File: config.mk
export PLATFORM = sky130hd
export DESIGN_NAME = infix_to_postfix_converter_unit_flat
export DESIGN_NICKNAME = d
export VERILOG_FILES = /design/src/hw/rtl/ifp_pkg.sv /design/src/hw/rtl/ifp_token_if.sv /design/src/hw/rtl/ifp_result_if.sv /design/src/hw/rtl/ifp_stack_ram.sv /design/src/hw/rtl/infix_to_postfix_converter_unit.sv /design/src/flat_wrapper.sv
export VERILOG_INCLUDE_DIRS = /design/src /design/src/hw/rtl
export SDC_FILE = /design/constraint.sdc
export NUM_CORES = 1
export LEC_CHECK = 0
export BUFFER_PORTS_ARGS = -buffer_cell sky130_fd_sc_hd__buf_2
export CORE_MARGIN = 2
export CORE_UTILIZATION = 45
export DETAILED_ROUTE_END_ITERATION = 12
export GPL_ROUTABILITY_DRIVEN = 0
export SLEW_MARGIN = 20
export SYNTH_ARGS = -nofsm -noshare
export SYNTH_HDL_FRONTEND = slang
export SYNTH_SLANG_ARGS = --single-unit
File: constraint.sdc
create_clock -name clk -period 7.4 [get_ports clk]
set_input_delay 1.11 -clock clk [delete_from_list [all_inputs] [get_ports clk]]
set_output_delay 1.11 -clock clk [all_outputs]
set_load 0.05 [all_outputs]
File: src/hw/rtl/infix_to_postfix_converter_unit_defines.svh
// ----------------------------------------------------------------------------
// Assertion macros for the infix to postfix converter
// All macros sample on the rising edge of clk and are disabled in reset.
// ----------------------------------------------------------------------------
`ifndef INFIX_TO_POSTFIX_CONVERTER_UNIT_DEFINES_SVH
`define INFIX_TO_POSTFIX_CONVERTER_UNIT_DEFINES_SVH

// Condition holds at every clock edge out of reset
`define IFP_ASSERT_ALWAYS(label, cond, msg) \
  label: assert property (@(posedge clk) disable iff (rst) (cond)) else $error(msg);

// Antecedent in a cycle implies consequent in the same cycle
`define IFP_ASSERT_IMPLY(label, ante, cons, msg) \
  label: assert property (@(posedge clk) disable iff (rst) (ante) |-> (cons)) \
    else $error(msg);

// Antecedent in a cycle implies consequent in the next cycle
`define IFP_ASSERT_NEXT(label, ante, cons, msg) \
  label: assert property (@(posedge clk) disable iff (rst) (ante) |=> (cons)) \
    else $error(msg);

`endif

File: src/hw/rtl/ifp_pkg.sv
// ----------------------------------------------------------------------------
// ifp_pkg
// Token codes, result codes, sequencer states and operator precedence for
// the infix to postfix converter.
// ----------------------------------------------------------------------------
`default_nettype none

package ifp_pkg;

  // Input token opcodes
  localparam logic [2:0] OPC_OPERAND = 3'd0;
  localparam logic [2:0] OPC_BINOP   = 3'd1;
  localparam logic [2:0] OPC_LPAREN  = 3'd2;
  localparam logic [2:0] OPC_RPAREN  = 3'd3;
  localparam logic [2:0] OPC_END     = 3'd4;

  // Operator codes with special meaning
  localparam logic [2:0] OP_MUL   = 3'd2;
  localparam logic [2:0] OP_MOD   = 3'd4;
  localparam logic [2:0] OP_POWER = 3'd5;

  // Result kinds
  localparam logic [1:0] KIND_OPERAND  = 2'd0;
  localparam logic [1:0] KIND_OPERATOR = 2'd1;
  localparam logic [1:0] KIND_END      = 2'd2;
  localparam logic [1:0] KIND_ERROR    = 2'd3;

  // Error codes
  localparam logic [1:0] ERR_NONE     = 2'd0;
  localparam logic [1:0] ERR_RPAREN   = 2'd1;
  localparam logic [1:0] ERR_LPAREN   = 2'd2;
  localparam logic [1:0] ERR_OVERFLOW = 2'd3;

  // Sequencer states
  typedef enum logic [1:0] {
    ST_IDLE,   // waiting for a token
    ST_TOP,    // top-of-stack entry on the RAM read port
    ST_FINAL,  // popping done, apply the token itself
    ST_LAST    // deliver the closing result after a held operator
  } state_t;

  // Operator precedence; unknown codes bind weakest
  function automatic logic [2:0] prec(input logic [2:0] op);
    logic [2:0] p;
    if (op == OP_POWER) begin
      p = 3'd4;
    end else if (op >= OP_MUL && op <= OP_MOD) begin
      p = 3'd3;
    end else if (op < OP_MUL) begin
      p = 3'd2;
    end else begin
      p = 3'd1;
    end
    return p;
  endfunction

endpackage

`default_nettype wire

File: src/hw/rtl/ifp_token_if.sv
// ----------------------------------------------------------------------------
// ifp_token_if
// Valid/ready channel carrying one infix token per beat.
// ----------------------------------------------------------------------------
`default_nettype none

interface ifp_token_if #(
  parameter int TAG_BITS = 16
);
  logic                valid;
  logic                ready;
  logic [2:0]          opcode;
  logic [2:0]          operator_code;
  logic [TAG_BITS-1:0] token_tag;

  modport source (output valid, output opcode, output operator_code,
                  output token_tag, input ready);
  modport sink   (input valid, input opcode, input operator_code,
                  input token_tag, output ready);
endinterface

`default_nettype wire

File: src/hw/rtl/ifp_result_if.sv
// ----------------------------------------------------------------------------
// ifp_result_if
// Valid/ready channel carrying one postfix result per beat.
// ----------------------------------------------------------------------------
`default_nettype none

interface ifp_result_if #(
  parameter int TAG_BITS = 16
);
  logic                valid;
  logic                ready;
  logic [1:0]          out_kind;
  logic [2:0]          out_operator;
  logic [TAG_BITS-1:0] out_tag;
  logic [1:0]          error_code;
  logic                out_last;

  modport source (output valid, output out_kind, output out_operator,
                  output out_tag, output error_code, output out_last,
                  input ready);
  modport sink   (input valid, input out_kind, input out_operator,
                  input out_tag, input error_code, input out_last,
                  output ready);
endinterface

`default_nettype wire

File: src/hw/rtl/ifp_stack_ram.sv
// ----------------------------------------------------------------------------
// ifp_stack_ram
// Single-clock RAM for the operator stack: one write port, one read port,
// registered read data (held when no read is issued).
// ----------------------------------------------------------------------------
`default_nettype none

module ifp_stack_ram #(
  parameter  int DEPTH = 32,
  parameter  int WIDTH = 20,
  localparam int AW    = $clog2(DEPTH)
) (
  input  wire logic             clk,
  input  wire logic             we,
  input  wire logic [AW-1:0]    waddr,
  input  wire logic [WIDTH-1:0] wdata,
  input  wire logic             re,
  input  wire logic [AW-1:0]    raddr,
  output logic      [WIDTH-1:0] rdata
);

  logic [WIDTH-1:0] mem [DEPTH];

  // Write port
  always_ff @(posedge clk) begin
    if (we) begin
      mem[waddr] <= wdata;
    end
  end

  // Read port
  always_ff @(posedge clk) begin
    if (re) begin
      rdata <= mem[raddr];
    end
  end

endmodule

`default_nettype wire

File: src/hw/rtl/infix_to_postfix_converter_unit.sv
// ----------------------------------------------------------------------------
// infix_to_postfix_converter_unit
// Shunting-yard converter: infix tokens in, postfix results out, with the operator
// stack kept in a synchronous RAM and walked one entry per cycle unless output stalls.
// ----------------------------------------------------------------------------
// Flow: a new token is taken only in ST_IDLE, once the previous token is done;
//   popped operators then follow one per cycle while the output accepts them.
// Reset: synchronous rst clears the sequencer, stack count, error flag and
//   output valid; stack RAM contents are not cleared (no clearing pass).
`default_nettype none

module infix_to_postfix_converter_unit #(
  parameter int STACK_DEPTH = 32,
  parameter int TAG_BITS    = 16
) (
  input wire logic      clk,
  input wire logic      rst,
  ifp_token_if.sink     token,
  ifp_result_if.source  result
);

  import ifp_pkg::*;

  `include "infix_to_postfix_converter_unit_defines.svh"

  localparam int AW = $clog2(STACK_DEPTH);
  localparam int CW = $clog2(STACK_DEPTH + 1);
  localparam int EW = TAG_BITS + 4;  // lparen flag, operator, tag

  // Sequencer and stack state
  state_t              state, state_next;
  logic [CW-1:0]       count, count_next;
  logic                error_seen, error_seen_next;
  logic                stop_lp, stop_lp_next;

  // Latched token
  logic [2:0]          tok_opcode, tok_opc;
  logic [TAG_BITS-1:0] tok_tag;

  // Popped operator waiting for its last flag
  logic                hold_valid, hold_valid_next;
  logic [2:0]          hold_op;
  logic [TAG_BITS-1:0] hold_tag;
  logic                hold_load;

  // Closing result kept for ST_LAST
  logic [1:0]          fin_kind, fin_err;
  logic [TAG_BITS-1:0] fin_tag;
  logic                fin_load;

  // Output register
  logic                out_valid;
  logic [1:0]          out_kind, out_err;
  logic [2:0]          out_opr;
  logic [TAG_BITS-1:0] out_tag;
  logic                out_last;
  logic                out_load;
  logic [1:0]          ld_kind, ld_err;
  logic [2:0]          ld_opr;
  logic [TAG_BITS-1:0] ld_tag;
  logic                ld_last;
  logic                out_free;

  // RAM ports
  logic                ram_we, ram_re;
  logic [AW-1:0]       ram_waddr, ram_raddr;
  logic [EW-1:0]       ram_wdata, ram_rdata;

  // Decoded top-of-stack entry
  logic                e_lp;
  logic [2:0]          e_op;
  logic [TAG_BITS-1:0] e_tag;
  logic [2:0]          e_prec, t_prec;
  logic                pop_it;

  // Final action of the token
  logic                f_has, f_push, f_pop, f_clear, f_err_set;
  logic [1:0]          f_kind, f_err;
  logic [TAG_BITS-1:0] f_tag;
  logic                stack_full;

  logic                tok_acc;
  logic [CW-1:0]       cnt_m1, cnt_m2;

  ifp_stack_ram #(
    .DEPTH (STACK_DEPTH),
    .WIDTH (EW)
  ) u_stack (
    .clk   (clk),
    .we    (ram_we),
    .waddr (ram_waddr),
    .wdata (ram_wdata),
    .re    (ram_re),
    .raddr (ram_raddr),
    .rdata (ram_rdata)
  );

  assign token.ready         = (state == ST_IDLE) && !rst;
  assign tok_acc             = token.valid && token.ready;

  assign result.valid        = out_valid;
  assign result.out_kind     = out_kind;
  assign result.out_operator = out_opr;
  assign result.out_tag      = out_tag;
  assign result.error_code   = out_err;
  assign result.out_last     = out_last;

  assign out_free   = !out_valid || result.ready;
  assign stack_full = (count == CW'(STACK_DEPTH));
  assign cnt_m1     = count - CW'(1);
  assign cnt_m2     = count - CW'(2);

  assign e_lp   = ram_rdata[EW-1];
  assign e_op   = ram_rdata[TAG_BITS+2:TAG_BITS];
  assign e_tag  = ram_rdata[TAG_BITS-1:0];
  assign e_prec = prec(e_op);
  assign t_prec = prec(tok_opc);

  // Pop rule: end marker and right paren pop any operator, a binary operator
  // pops higher precedence, or equal precedence unless it is power
  always_comb begin
    if (e_lp) begin
      pop_it = 1'b0;
    end else if (tok_opcode == OPC_BINOP) begin
      pop_it = (e_prec > t_prec) || ((e_prec == t_prec) && (tok_opc != OP_POWER));
    end else begin
      pop_it = 1'b1;
    end
  end

  // What the token does once popping has stopped
  always_comb begin
    f_has     = 1'b0;
    f_push    = 1'b0;
    f_pop     = 1'b0;
    f_clear   = 1'b0;
    f_err_set = 1'b0;
    f_kind    = KIND_END;
    f_err     = ERR_NONE;
    f_tag     = '0;
    unique case (tok_opcode)
      OPC_OPERAND: begin
        f_has  = 1'b1;
        f_kind = KIND_OPERAND;
        f_tag  = tok_tag;
      end
      OPC_BINOP, OPC_LPAREN: begin
        if (stack_full) begin
          f_has     = 1'b1;
          f_kind    = KIND_ERROR;
          f_err     = ERR_OVERFLOW;
          f_err_set = 1'b1;
        end else begin
          f_push = 1'b1;
        end
      end
      OPC_RPAREN: begin
        if (stop_lp) begin
          f_pop = 1'b1;
        end else begin
          f_has     = 1'b1;
          f_kind    = KIND_ERROR;
          f_err     = ERR_RPAREN;
          f_err_set = 1'b1;
        end
      end
      OPC_END: begin
        f_has   = 1'b1;
        f_clear = 1'b1;
        if (stop_lp && !error_seen) begin
          f_kind = KIND_ERROR;
          f_err  = ERR_LPAREN;
        end
      end
      default: begin
      end
    endcase
  end

  // Push data: left paren stores flag and tag, operator stores code and tag
  assign ram_wdata = {(tok_opcode == OPC_LPAREN),
                      (tok_opcode == OPC_LPAREN) ? 3'd0 : tok_opc, tok_tag};
  assign ram_waddr = count[AW-1:0];

  // Sequencer next state. Reads happen in ST_IDLE/ST_TOP and writes only in
  // ST_FINAL, so a read never overlaps a write to the same entry.
  always_comb begin
    state_next      = state;
    count_next      = count;
    error_seen_next = error_seen;
    stop_lp_next    = stop_lp;
    hold_valid_next = hold_valid;
    hold_load       = 1'b0;
    fin_load        = 1'b0;
    out_load        = 1'b0;
    ld_kind         = KIND_OPERATOR;
    ld_opr          = hold_op;
    ld_tag          = hold_tag;
    ld_err          = ERR_NONE;
    ld_last         = 1'b0;
    ram_we          = 1'b0;
    ram_re          = 1'b0;
    ram_raddr       = cnt_m1[AW-1:0];

    unique case (state)
      ST_IDLE: begin
        stop_lp_next = 1'b0;
        if (tok_acc) begin
          if (token.opcode > OPC_END) begin
            state_next = ST_IDLE;
          end else if (error_seen && token.opcode != OPC_END) begin
            state_next = ST_IDLE;
          end else if (!error_seen && count != '0 &&
                       (token.opcode == OPC_BINOP || token.opcode == OPC_RPAREN ||
                        token.opcode == OPC_END)) begin
            ram_re     = 1'b1;
            state_next = ST_TOP;
          end else begin
            state_next = ST_FINAL;
          end
        end
      end

      ST_TOP: begin
        if (!pop_it) begin
          stop_lp_next = e_lp;
          state_next   = ST_FINAL;
        end else if (!hold_valid || out_free) begin
          // previous pop is known not to be last
          if (hold_valid) begin
            out_load = 1'b1;
          end
          hold_load       = 1'b1;
          hold_valid_next = 1'b1;
          count_next      = cnt_m1;
          if (count != CW'(1)) begin
            ram_re    = 1'b1;
            ram_raddr = cnt_m2[AW-1:0];
          end else begin
            state_next = ST_FINAL;
          end
        end
      end

      ST_FINAL: begin
        if (!(hold_valid || f_has) || out_free) begin
          // stack and flag updates
          if (f_push) begin
            ram_we     = 1'b1;
            count_next = count + CW'(1);
          end
          if (f_pop) begin
            count_next = cnt_m1;
          end
          if (f_err_set) begin
            error_seen_next = 1'b1;
          end
          if (f_clear) begin
            count_next      = '0;
            error_seen_next = 1'b0;
          end
          // results
          if (hold_valid) begin
            out_load        = 1'b1;
            ld_last         = !f_has;
            hold_valid_next = 1'b0;
            if (f_has) begin
              fin_load   = 1'b1;
              state_next = ST_LAST;
            end else begin
              state_next = ST_IDLE;
            end
          end else begin
            if (f_has) begin
              out_load = 1'b1;
              ld_kind  = f_kind;
              ld_opr   = 3'd0;
              ld_tag   = f_tag;
              ld_err   = f_err;
              ld_last  = 1'b1;
            end
            state_next = ST_IDLE;
          end
        end
      end

      ST_LAST: begin
        if (out_free) begin
          out_load   = 1'b1;
          ld_kind    = fin_kind;
          ld_opr     = 3'd0;
          ld_tag     = fin_tag;
          ld_err     = fin_err;
          ld_last    = 1'b1;
          state_next = ST_IDLE;
        end
      end

      default: begin
        state_next = ST_IDLE;
      end
    endcase
  end

  // Control registers
  always_ff @(posedge clk) begin
    if (rst) begin
      state      <= ST_IDLE;
      count      <= '0;
      error_seen <= 1'b0;
      stop_lp    <= 1'b0;
      hold_valid <= 1'b0;
      out_valid  <= 1'b0;
    end else begin
      state      <= state_next;
      count      <= count_next;
      error_seen <= error_seen_next;
      stop_lp    <= stop_lp_next;
      hold_valid <= hold_valid_next;
      out_valid  <= out_load || (out_valid && !result.ready);
    end
  end

  // Payload registers
  always_ff @(posedge clk) begin
    if (tok_acc) begin
      tok_opcode <= token.opcode;
      tok_opc    <= token.operator_code;
      tok_tag    <= token.token_tag;
    end
    if (hold_load) begin
      hold_op  <= e_op;
      hold_tag <= e_tag;
    end
    if (fin_load) begin
      fin_kind <= f_kind;
      fin_err  <= f_err;
      fin_tag  <= f_tag;
    end
    if (out_load) begin
      out_kind <= ld_kind;
      out_opr  <= ld_opr;
      out_tag  <= ld_tag;
      out_err  <= ld_err;
      out_last <= ld_last;
    end
  end

  // Checks
  `IFP_ASSERT_ALWAYS(a_count_bound, count <= CW'(STACK_DEPTH), "stack count above depth")
  `IFP_ASSERT_IMPLY(a_top_nonempty, state == ST_TOP, count != '0, "stack walk on empty stack")
  `IFP_ASSERT_IMPLY(a_idle_no_hold, state == ST_IDLE, !hold_valid, "held operator left in idle")
  `IFP_ASSERT_IMPLY(a_err_code, out_valid && out_kind == KIND_ERROR, out_err != ERR_NONE,
                    "error result without error code")
  `IFP_ASSERT_NEXT(a_last_path, state == ST_LAST && out_free, state == ST_IDLE,
                   "closing result did not finish the token")

endmodule

`default_nettype wire

File: src/flat_wrapper.sv
// flat-port wrapper written by rule: the top's interface ports become plain ports
module infix_to_postfix_converter_unit_flat import ifp_pkg::*;
#(
  parameter int STACK_DEPTH = 32,
  parameter int TAG_BITS    = 16
)
  (clk, rst, token_valid, token_opcode, token_operator_code, token_token_tag, token_ready, result_valid, result_out_kind, result_out_operator, result_out_tag, result_error_code, result_out_last, result_ready);
  ifp_token_if #(.TAG_BITS(TAG_BITS)) token_i ();
  ifp_result_if #(.TAG_BITS(TAG_BITS)) result_i ();
  input wire logic clk;
  input wire logic rst;
  input wire logic [$bits(token_i.valid)-1:0] token_valid;
  input wire logic [$bits(token_i.opcode)-1:0] token_opcode;
  input wire logic [$bits(token_i.operator_code)-1:0] token_operator_code;
  input wire logic [$bits(token_i.token_tag)-1:0] token_token_tag;
  output wire logic [$bits(token_i.ready)-1:0] token_ready;
  output wire logic [$bits(result_i.valid)-1:0] result_valid;
  output wire logic [$bits(result_i.out_kind)-1:0] result_out_kind;
  output wire logic [$bits(result_i.out_operator)-1:0] result_out_operator;
  output wire logic [$bits(result_i.out_tag)-1:0] result_out_tag;
  output wire logic [$bits(result_i.error_code)-1:0] result_error_code;
  output wire logic [$bits(result_i.out_last)-1:0] result_out_last;
  input wire logic [$bits(result_i.ready)-1:0] result_ready;
  assign token_i.valid = token_valid;
  assign token_i.opcode = token_opcode;
  assign token_i.operator_code = token_operator_code;
  assign token_i.token_tag = token_token_tag;
  assign token_ready = token_i.ready;
  assign result_valid = result_i.valid;
  assign result_out_kind = result_i.out_kind;
  assign result_out_operator = result_i.out_operator;
  assign result_out_tag = result_i.out_tag;
  assign result_error_code = result_i.error_code;
  assign result_out_last = result_i.out_last;
  assign result_i.ready = result_ready;
  infix_to_postfix_converter_unit #(.STACK_DEPTH(STACK_DEPTH), .TAG_BITS(TAG_BITS)) u_core (.clk(clk), .rst(rst), .token(token_i), .result(result_i));
endmodule
==> results of run 1 <==
-- worst reg2reg max path, stage by stage (launching register included) --
cell       delay, ns
edfxtp_1        0.43
nand3b_1        0.27
ha_1            0.36
and3_4          0.21
a211oi_4        0.30
a21oi_4         0.15
nand2_4         0.39
mux2i_4         0.89
buf_12          0.43
a21oi_1         0.20
a2111oi_0       0.91
nor4_1          0.12
-- per-layer routing --
metal	share of wire, %	GRT usage (%)	vias to the layer above
li1	-	-	9243
met1	43	32.7	11200
met2	48	36.7	829
met3	6.8	3.12	136
met4	2.4	6.61	0
met5	0	0	-
-- cell usage after synthesis, drive strengths merged, types with 4 or more instances --
cell type    n  area, um^2
nor2b       60         375
inv         16        60.1
a21oi      118         602
a211oi       7        70.1
nor3        64         325
xnor2        4        35.0
edfxtp     745       22400
mux4       180        4050
a311oi       5        43.8
nand3b       4        30.0
nand2       92         353
nand3       10        50.1
mux2i      226        2270
clkbuf      86         323
and2        29         181
buf         99         539
a2111oi    137        1200
o21ai       19        98.8
a221o       10         100
a21o         5        46.3
o2bb2ai    138        1210
ha          17         213
and3         5        36.3
dfxtp       12         240
nor2        64         250
nor4        20         125
a22oi       15         113
-- cell families (layout without fill, tap and decap cells) --
logic type               Yosys count  after routing  synth area share, %
multiplexers                     406            406                 17.8
buffers and inverters            201            283                 2.59
XOR/XNOR                           6              6                0.169
AND/OR/NAND/NOR                  356            356                 5.03
flip-flops                       757            757                 63.6
AO/OA/AOI/OAI                    469            469                 10.2
adder cells (fa/ha/maj)           17             17                0.598
-- flip-flops by register name, indices dropped and copies added (netlist names), 3 cells and up --
signal                      cells
u_core.u_stack.mem            640
u_core.tok_opcode               3
u_core.u_stack.rdata           20
u_core.fin_tag                 16
u_core.result.out_tag          16
u_core.tok_opc                  3
u_core.count                    6
u_core.hold_tag                16
u_core.hold_op                  3
u_core.result.out_operator      3
u_core.tok_tag                 16
-- power by group through the flow --
stage	combinational [W]	clock [W]	sequential, W
2_1_floorplan	0.00324	0	0.00526
3_3_place_gp	0.00462	0	0.00531
3_5_place_dp	0.00469	0	0.00532
4_1_cts	0.00472	0.00402	0.00523
5_1_grt	0.00513	0.00418	0.00524
6_report	0.00478	0.00396	0.00524
-- how the worst min path moves through the flow --
stage | from | to | cells after the start
5_1_grt | u_core.u_stack.rdata[9]$_DFFE_PP_ | u_core.hold_tag[9]$_DFFE_PP_ | 0
4_1_cts | u_core.u_stack.rdata[9]$_DFFE_PP_ | u_core.hold_tag[9]$_DFFE_PP_ | 0
2_1_floorplan | u_core.u_stack.rdata[0]$_DFFE_PP_ | u_core.hold_tag[0]$_DFFE_PP_ | 0
3_3_place_gp | u_core.u_stack.rdata[1]$_DFFE_PP_ | u_core.hold_tag[1]$_DFFE_PP_ | 0
6_report | u_core.u_stack.rdata[1]$_DFFE_PP_ | u_core.hold_tag[1]$_DFFE_PP_ | 0
3_5_place_dp | u_core.u_stack.rdata[9]$_DFFE_PP_ | u_core.hold_tag[9]$_DFFE_PP_ | 0
-- through the flow --
| step | instances | cell area, um^2 | total power (W) |
|---|---|---|---|
| after CTS | 3342 | 39700 | 0.0140 |
| after detailed placement | 3203 | 37100 | 0.0100 |
| after global placement | 3203 | 37100 | 0.00994 |
| final | 3344 | 39700 | 0.0140 |
| after floorplan | 2212 | 35600 | 0.00849 |
| after global routing | 3344 | 39700 | 0.0146 |
-- layout make-up --
class,instances,share of cell area (%)
well taps,1050,3.31
clock buffers,91,5.19
repair buffers,128,2.42
flip-flops and latches,757,56.9
inverters,16,0.151
multi-input cells,1254,30.8
clock inverters,48,1.19
==> metrics, run 1 <==
number of routed nets with antenna violations 0; Post-CTS Setup Inserts 0; cell-internal power a little over 0.009 W; via count of the first global-routing pass 21000; Worst setup startpoint result_ready; DIE HEIGHT ~290 um; worst reg2reg path depth 11; number of placed I/O pins 52; number of cells on the critical path 10; Vias approximately 21000; peak supply drop 370 uV; number of iterations in the first detailed-routing pass 6; synthesis-to-layout area growth 11.8%; achievable frequency 198 MHz; share of async-settable or async-resettable flops after synthesis 0%; terminus of the critical flop-to-flop path u_core.u_stack.rdata[10]$_DFFE_PP_; CTS root buffer clkbuf_16; global router's overall resource usage 22.8%; Clock H-tree levels 3; global route total overflow 0; actual transition at the worst max-transition pin 1.03 ns; Clk pwr share 28.3%; average cell area after synthesis 16.1 um^2; total net switching power 0.00485 W; post-placement worst setup slack around 1.7 ns; post-CTS clock slew at the launch and capture registers of the worst setup and hold paths around 0.06 ns; end point of the critical path u_core.u_stack.rdata[10]$_DFFE_PP_; Hold Vio Cnt, Final 0; total wire length 93600 um; Buffers on Ports between 50 and 60; Via-to-Cell Ratio between 6 and 7; power density cells between 300 and 400 nW/um^2; max-slew violation total from the final report 0; Util after Layout approximately half; Site Rows about 100; Initial Util between 40% and 50%; post-detailed-route wirelength per cell about 28 um; number of antenna violations at the first check in global routing 1; data arrival time at the worst-slack endpoint 5.38 ns; Worst setup EP type flop; NumNets Final 2280; setup skew after layout between 0.015 and 0.02 ns; clock latency on the worst-skew pair around 0.63 ns; FF/Latch Area ~23000 um^2; Resize count post-CTS 0; antenna cell count 0; number of warnings issued by yosys 0; RSZ-0062 raised after global routing no; crit start category input port; half-perimeter wire length after detailed placement 55800 um; maximum number of pins on one net before global-route repair roughly 110; number of buffers created by CTS 80; Post-synth EDFFs 745; source of the worst register-to-register timing path u_core.tok_opc[1]$_DFFE_PP_; most common cell after layout, fill and taps aside edfxtp_1; Bufs and invs on worst path 2; count of routing violations after the opening detailed-route iteration 2147; Worst path top cell family by delay simple AND/OR/NAND/NOR gates; setup violation total in the final timing report 0; # clock sinks 757; final period utilization 68.3%; post-synthesis cell type count 63; Worst path max stage delay 0.91 ns; maximum number of buffers from clock root to sink 3; slack of the critical path 2.35 ns; total leakage power between 10 and 15 nW; final setup TNS 0 ns; register area share after synthesis 63.6%; number of hold-repair buffers added at the cts stage 0; critical path peak fanout 112; critical path cell sequence buf_2 -> nor2b_1 -> nand2_1 -> and3_1 -> nand2_4 -> mux2i_4 -> buf_12 -> a21oi_1 -> a2111oi_0 -> nor4_1; Core Region 78600 um^2; commonest register cell after synthesis edfxtp_1; critical-path cell with the highest stage delay a2111oi_0; kind of path behind the tightest hold check flop to flop; die outline area ~81000 um^2; post-synth net total 2255; final hold slack 0.495 ns; clock tree from TritonCTS yes; result of the run finished clean; leading cell types in the layout, fill and taps excluded edfxtp_1 (745), mux2i_1 (225), mux4_2 (180); Chip Width 285 um; maxcap violations 0; multi-input logic area 12300 um^2; gate count after technology mapping about 2200; Comb power frac 34.2%; Worst Path Class, Setup input port to flop; synthesis-stage register bit count about 760; share of final-layout standard cells stronger than drive strength 1 21.0%; Sw Ratio 34.7%; fill cell total of the finished layout roughly 6500; flop-to-flop setup slack 2.46 ns; first-pass GRT wire length 139000 um; mapped cell area 35600 um^2; share of total power in sequential cells between 30% and 40%; fin crit period 5.05 ns; Data required, critical path 7.73 ns; drt drc 0; worst relative slew slack 29.3%
(Power assumes the default switching activity.)
==> run 2: changes to the inputs <==
ABC_AREA = 1   (was not set)
clock period = 4.35 ns   (was 7.4 ns; I/O delays follow)
==> run 2 against run 1 <==
Hold slack got worse by 0.31 ns; highest routed layer is now met5; synthesized area decreased by 5.9%; worst setup slack got worse by 2.0 ns; power increased by 100%; first-iteration DRC count increased by 23%; largest cell class unchanged; routed wire length decreased by 3.1%; sequential share of layout area increased by 2.8 points.
==> metrics, run 2 <==
area share of the leading cell type in the synthesized netlist approximately 67%; cell-internal power 0.0159 W; Comb power frac between 40% and 50%; flop-to-flop setup slack between 0.3 and 0.4 ns; library cell occupying the most area in the post-synthesis netlist edfxtp_1; result of the run finished clean; clock tree from TritonCTS yes; setup violation total in the final timing report 0; placed cell count between 4000 and 5000; # clock sinks 757; Buffers on Ports 51; Worst Path Class, Setup flop to flop; share of final-layout standard cells stronger than drive strength 1 ~9.1%; RSZ-0062 raised after global routing no; Vias around 23000; global router's overall resource usage 23.6%; number of iterations in the first detailed-routing pass 6; data arrival time at the worst-slack endpoint around 4.5 ns; half-perimeter wire length after detailed placement 54200 um; Initial Util 45.6%; maxcap violations 0; actual transition at the worst max-transition pin 1.07 ns; synth cell count leaders edfxtp_1 (745), inv_1 (713), nand3_1 (711); power density cells 744 nW/um^2; Post-CTS Setup Inserts 0; total net switching power between 0.01 and 0.015 W; terminus of the critical flop-to-flop path u_core.u_stack.rdata[16]$_DFFE_PP_; max-slew violation total from the final report 0; Sw Ratio 43.7%; post-synth net total 3297; Data required, critical path 4.84 ns; total power 0.0282 W; leading cell types in the layout, fill and taps excluded edfxtp_1 (745), inv_1 (713), nand3_1 (711); global route total overflow 0; Chip Width 277 um; top-count cell post-synth edfxtp_1; Hold Crit Depth 1; worst relative slew slack around 28%; fin crit period 4.01 ns; NumNets Final 3372; critical path peak fanout between 80 and 90; number of warnings issued by yosys 0; registers with the most flip-flops u_core.u_stack.mem: 640 flops, u_core.u_stack.rdata: 20 flops; most common cell after layout, fill and taps aside edfxtp_1; Via-to-Cell Ratio about 5.3; crit start category flop; synthesis-stage register bit count 757; first-pass GRT wire length 137000 um; antenna cell count 0; setup skew after layout 0.0219 ns; register with the most flip-flops u_core.u_stack.mem; number of flip-flops under the largest register name 640; Post-synth EDFFs 745; number of antenna violations at the first check in global routing 3; post-CTS clock slew at the launch and capture registers of the worst setup and hold paths 0.06 ns; Clock H-tree levels 3; post-synthesis cell type count 36; share of async-settable or async-resettable flops after synthesis 0%; maximum number of pins on one net before global-route repair 103; final setup TNS 0 ns; share of total power in sequential cells 31.2%; source of the worst register-to-register timing path u_core.tok_opc[2]$_DFFE_PP_; worst reg2reg path depth 18; Site Rows 99; Worst setup EP type flop; register area share after synthesis 67.6%; clock latency on the worst-skew pair 0.64 ns; number of buffers created by CTS 78; via count of the first global-routing pass between 20000 and 25000; Resize count post-CTS 0; Clk pwr share 23.1%; mapped cell area 33500 um^2; synthesis-to-layout area growth 13.2%; commonest register cell after synthesis edfxtp_1; final standard cell count with taps included and fillers excluded 4348; Core Region 73300 um^2; DIE HEIGHT approximately 280 um; CTS root buffer clkbuf_16; total wire length 90700 um; number of routed nets with antenna violations 0; number of hold-repair buffers added at the cts stage 0; count of routing violations after the opening detailed-route iteration 2648; average cell area after synthesis 10.3 um^2; Hold Vio Cnt, Final 0; total leakage power 16.1 nW; number of placed I/O pins between 50 and 60; drt drc 0; maximum number of buffers from clock root to sink 3; Worst setup startpoint u_core.tok_opc[2]$_DFFE_PP_; peak supply drop 994 uV; end point of the critical path u_core.u_stack.rdata[16]$_DFFE_PP_; gate count after technology mapping between 3000 and 4000; kind of path behind the tightest hold check input port to flop; final period utilization around 92%; die outline area 76500 um^2; achievable frequency between 200 and 250 MHz; post-detailed-route wirelength per cell 20.9 um; Synth area leaders edfxtp_1 (67%), nand3_1 (11%), inv_1 (8.0%), nand2_1 (8.0%), buf_2 (1.1%); fill cell total of the finished layout around 6400
-- run 2: changes by cell type in the layout (fill, tap and decap cells not counted), sizes merged, moves of 95 or more --
cell     previous run  this run
inv                21       723
o2bb2ai           138         0
nand3              10       711
mux4              180         0
a21oi             118        23
nand2              92       712
a2111oi           137         0
mux2i             226         0
-- run 2: through the flow --
stage                     worst slack [ns]  instance area [um^2]  hold slack (ns)  util [%]
after CTS                            0.475                 37900            0.156      51.6
after detailed placement             0.433                 35400            0.426      48.3
after floorplan                     0.0628                 33500            0.400         -
final                                0.344                 37900            0.188      51.6
after global placement               0.484                 35400            0.430      48.3
after global routing                0.0652                 37900            0.176      51.6
-- run 2: worst min-delay path by stage --
stage                                             startpoint                            end  slack (ns)
after floorplan            u_core.u_stack.rdata[0]$_DFFE_PP_   u_core.hold_tag[0]$_DFFE_PP_        0.40
after detailed placement  u_core.u_stack.rdata[10]$_DFFE_PP_  u_core.hold_tag[10]$_DFFE_PP_        0.43
after global routing                     token_token_tag[11]   u_core.tok_tag[11]$_DFFE_PP_        0.18
after global placement    u_core.u_stack.rdata[10]$_DFFE_PP_  u_core.hold_tag[10]$_DFFE_PP_        0.43
final                                     token_token_tag[7]    u_core.tok_tag[7]$_DFFE_PP_        0.19
after CTS                                 token_token_tag[5]    u_core.tok_tag[5]$_DFFE_PP_        0.16
-- run 2: area by class of cell --
cell class	count	area, um^2	share of cell area, %
Clock buffer	95	2040	5.38
Clock inverter	45	428	1.13
Inverter	721	2710	7.16
Multi-Input combinational cell	1624	7610	20.1
Sequential cell	757	22600	59.7
Tap cell	959	1200	3.17
Timing Repair Buffer	147	1270	3.36
-- run 2: power by group through the flow --
| stage | sequential [W] | combinational, W | clock [W] |
|---|---|---|---|
| final | 0.00879 | 0.0129 | 0.00650 |
| after global routing | 0.00881 | 0.0139 | 0.00689 |
| after CTS | 0.00879 | 0.0127 | 0.00660 |
| after detailed placement | 0.00894 | 0.0127 | 0 |
| after global placement | 0.00894 | 0.0126 | 0 |
| after floorplan | 0.00895 | 0.00764 | 0 |
-- run 2: logic make-up after synthesis --
logic type / count (synthesis) / synth area share (%)
compound gates: 88 / 1.64
xor+xnor: 5 / 0.131
fa+ha+maj: 17 / 0.636
buf+inv: 873 / 10.2
flops: 757 / 67.6
simple gates: 1514 / 19.8
-- run 2: worst max-delay path: stages (launching register included) --
cell and delay [ns]:
edfxtp_1 0.45, nand2_1 0.10, nor2_2 0.13, inv_1 0.06
ha_1 0.31, nand3_1 0.10, nor2_1 0.11, nor2_1 0.06
nand2_1 0.12, nand4_4 0.22, o21ai_4 0.29, buf_12 0.41
buf_12 0.42, nand3_1 0.13, nand3_1 0.14, nand3_1 0.19
nand2_1 0.19, nand2_1 0.17, nand2_1 0.15
-- run 2: per-layer routing --
metal,part of all wire (%),GRT usage [%]
met1,43,33.7
met2,45,36.3
met3,8.5,3.99
met4,3.5,9.14
met5,0.014,0
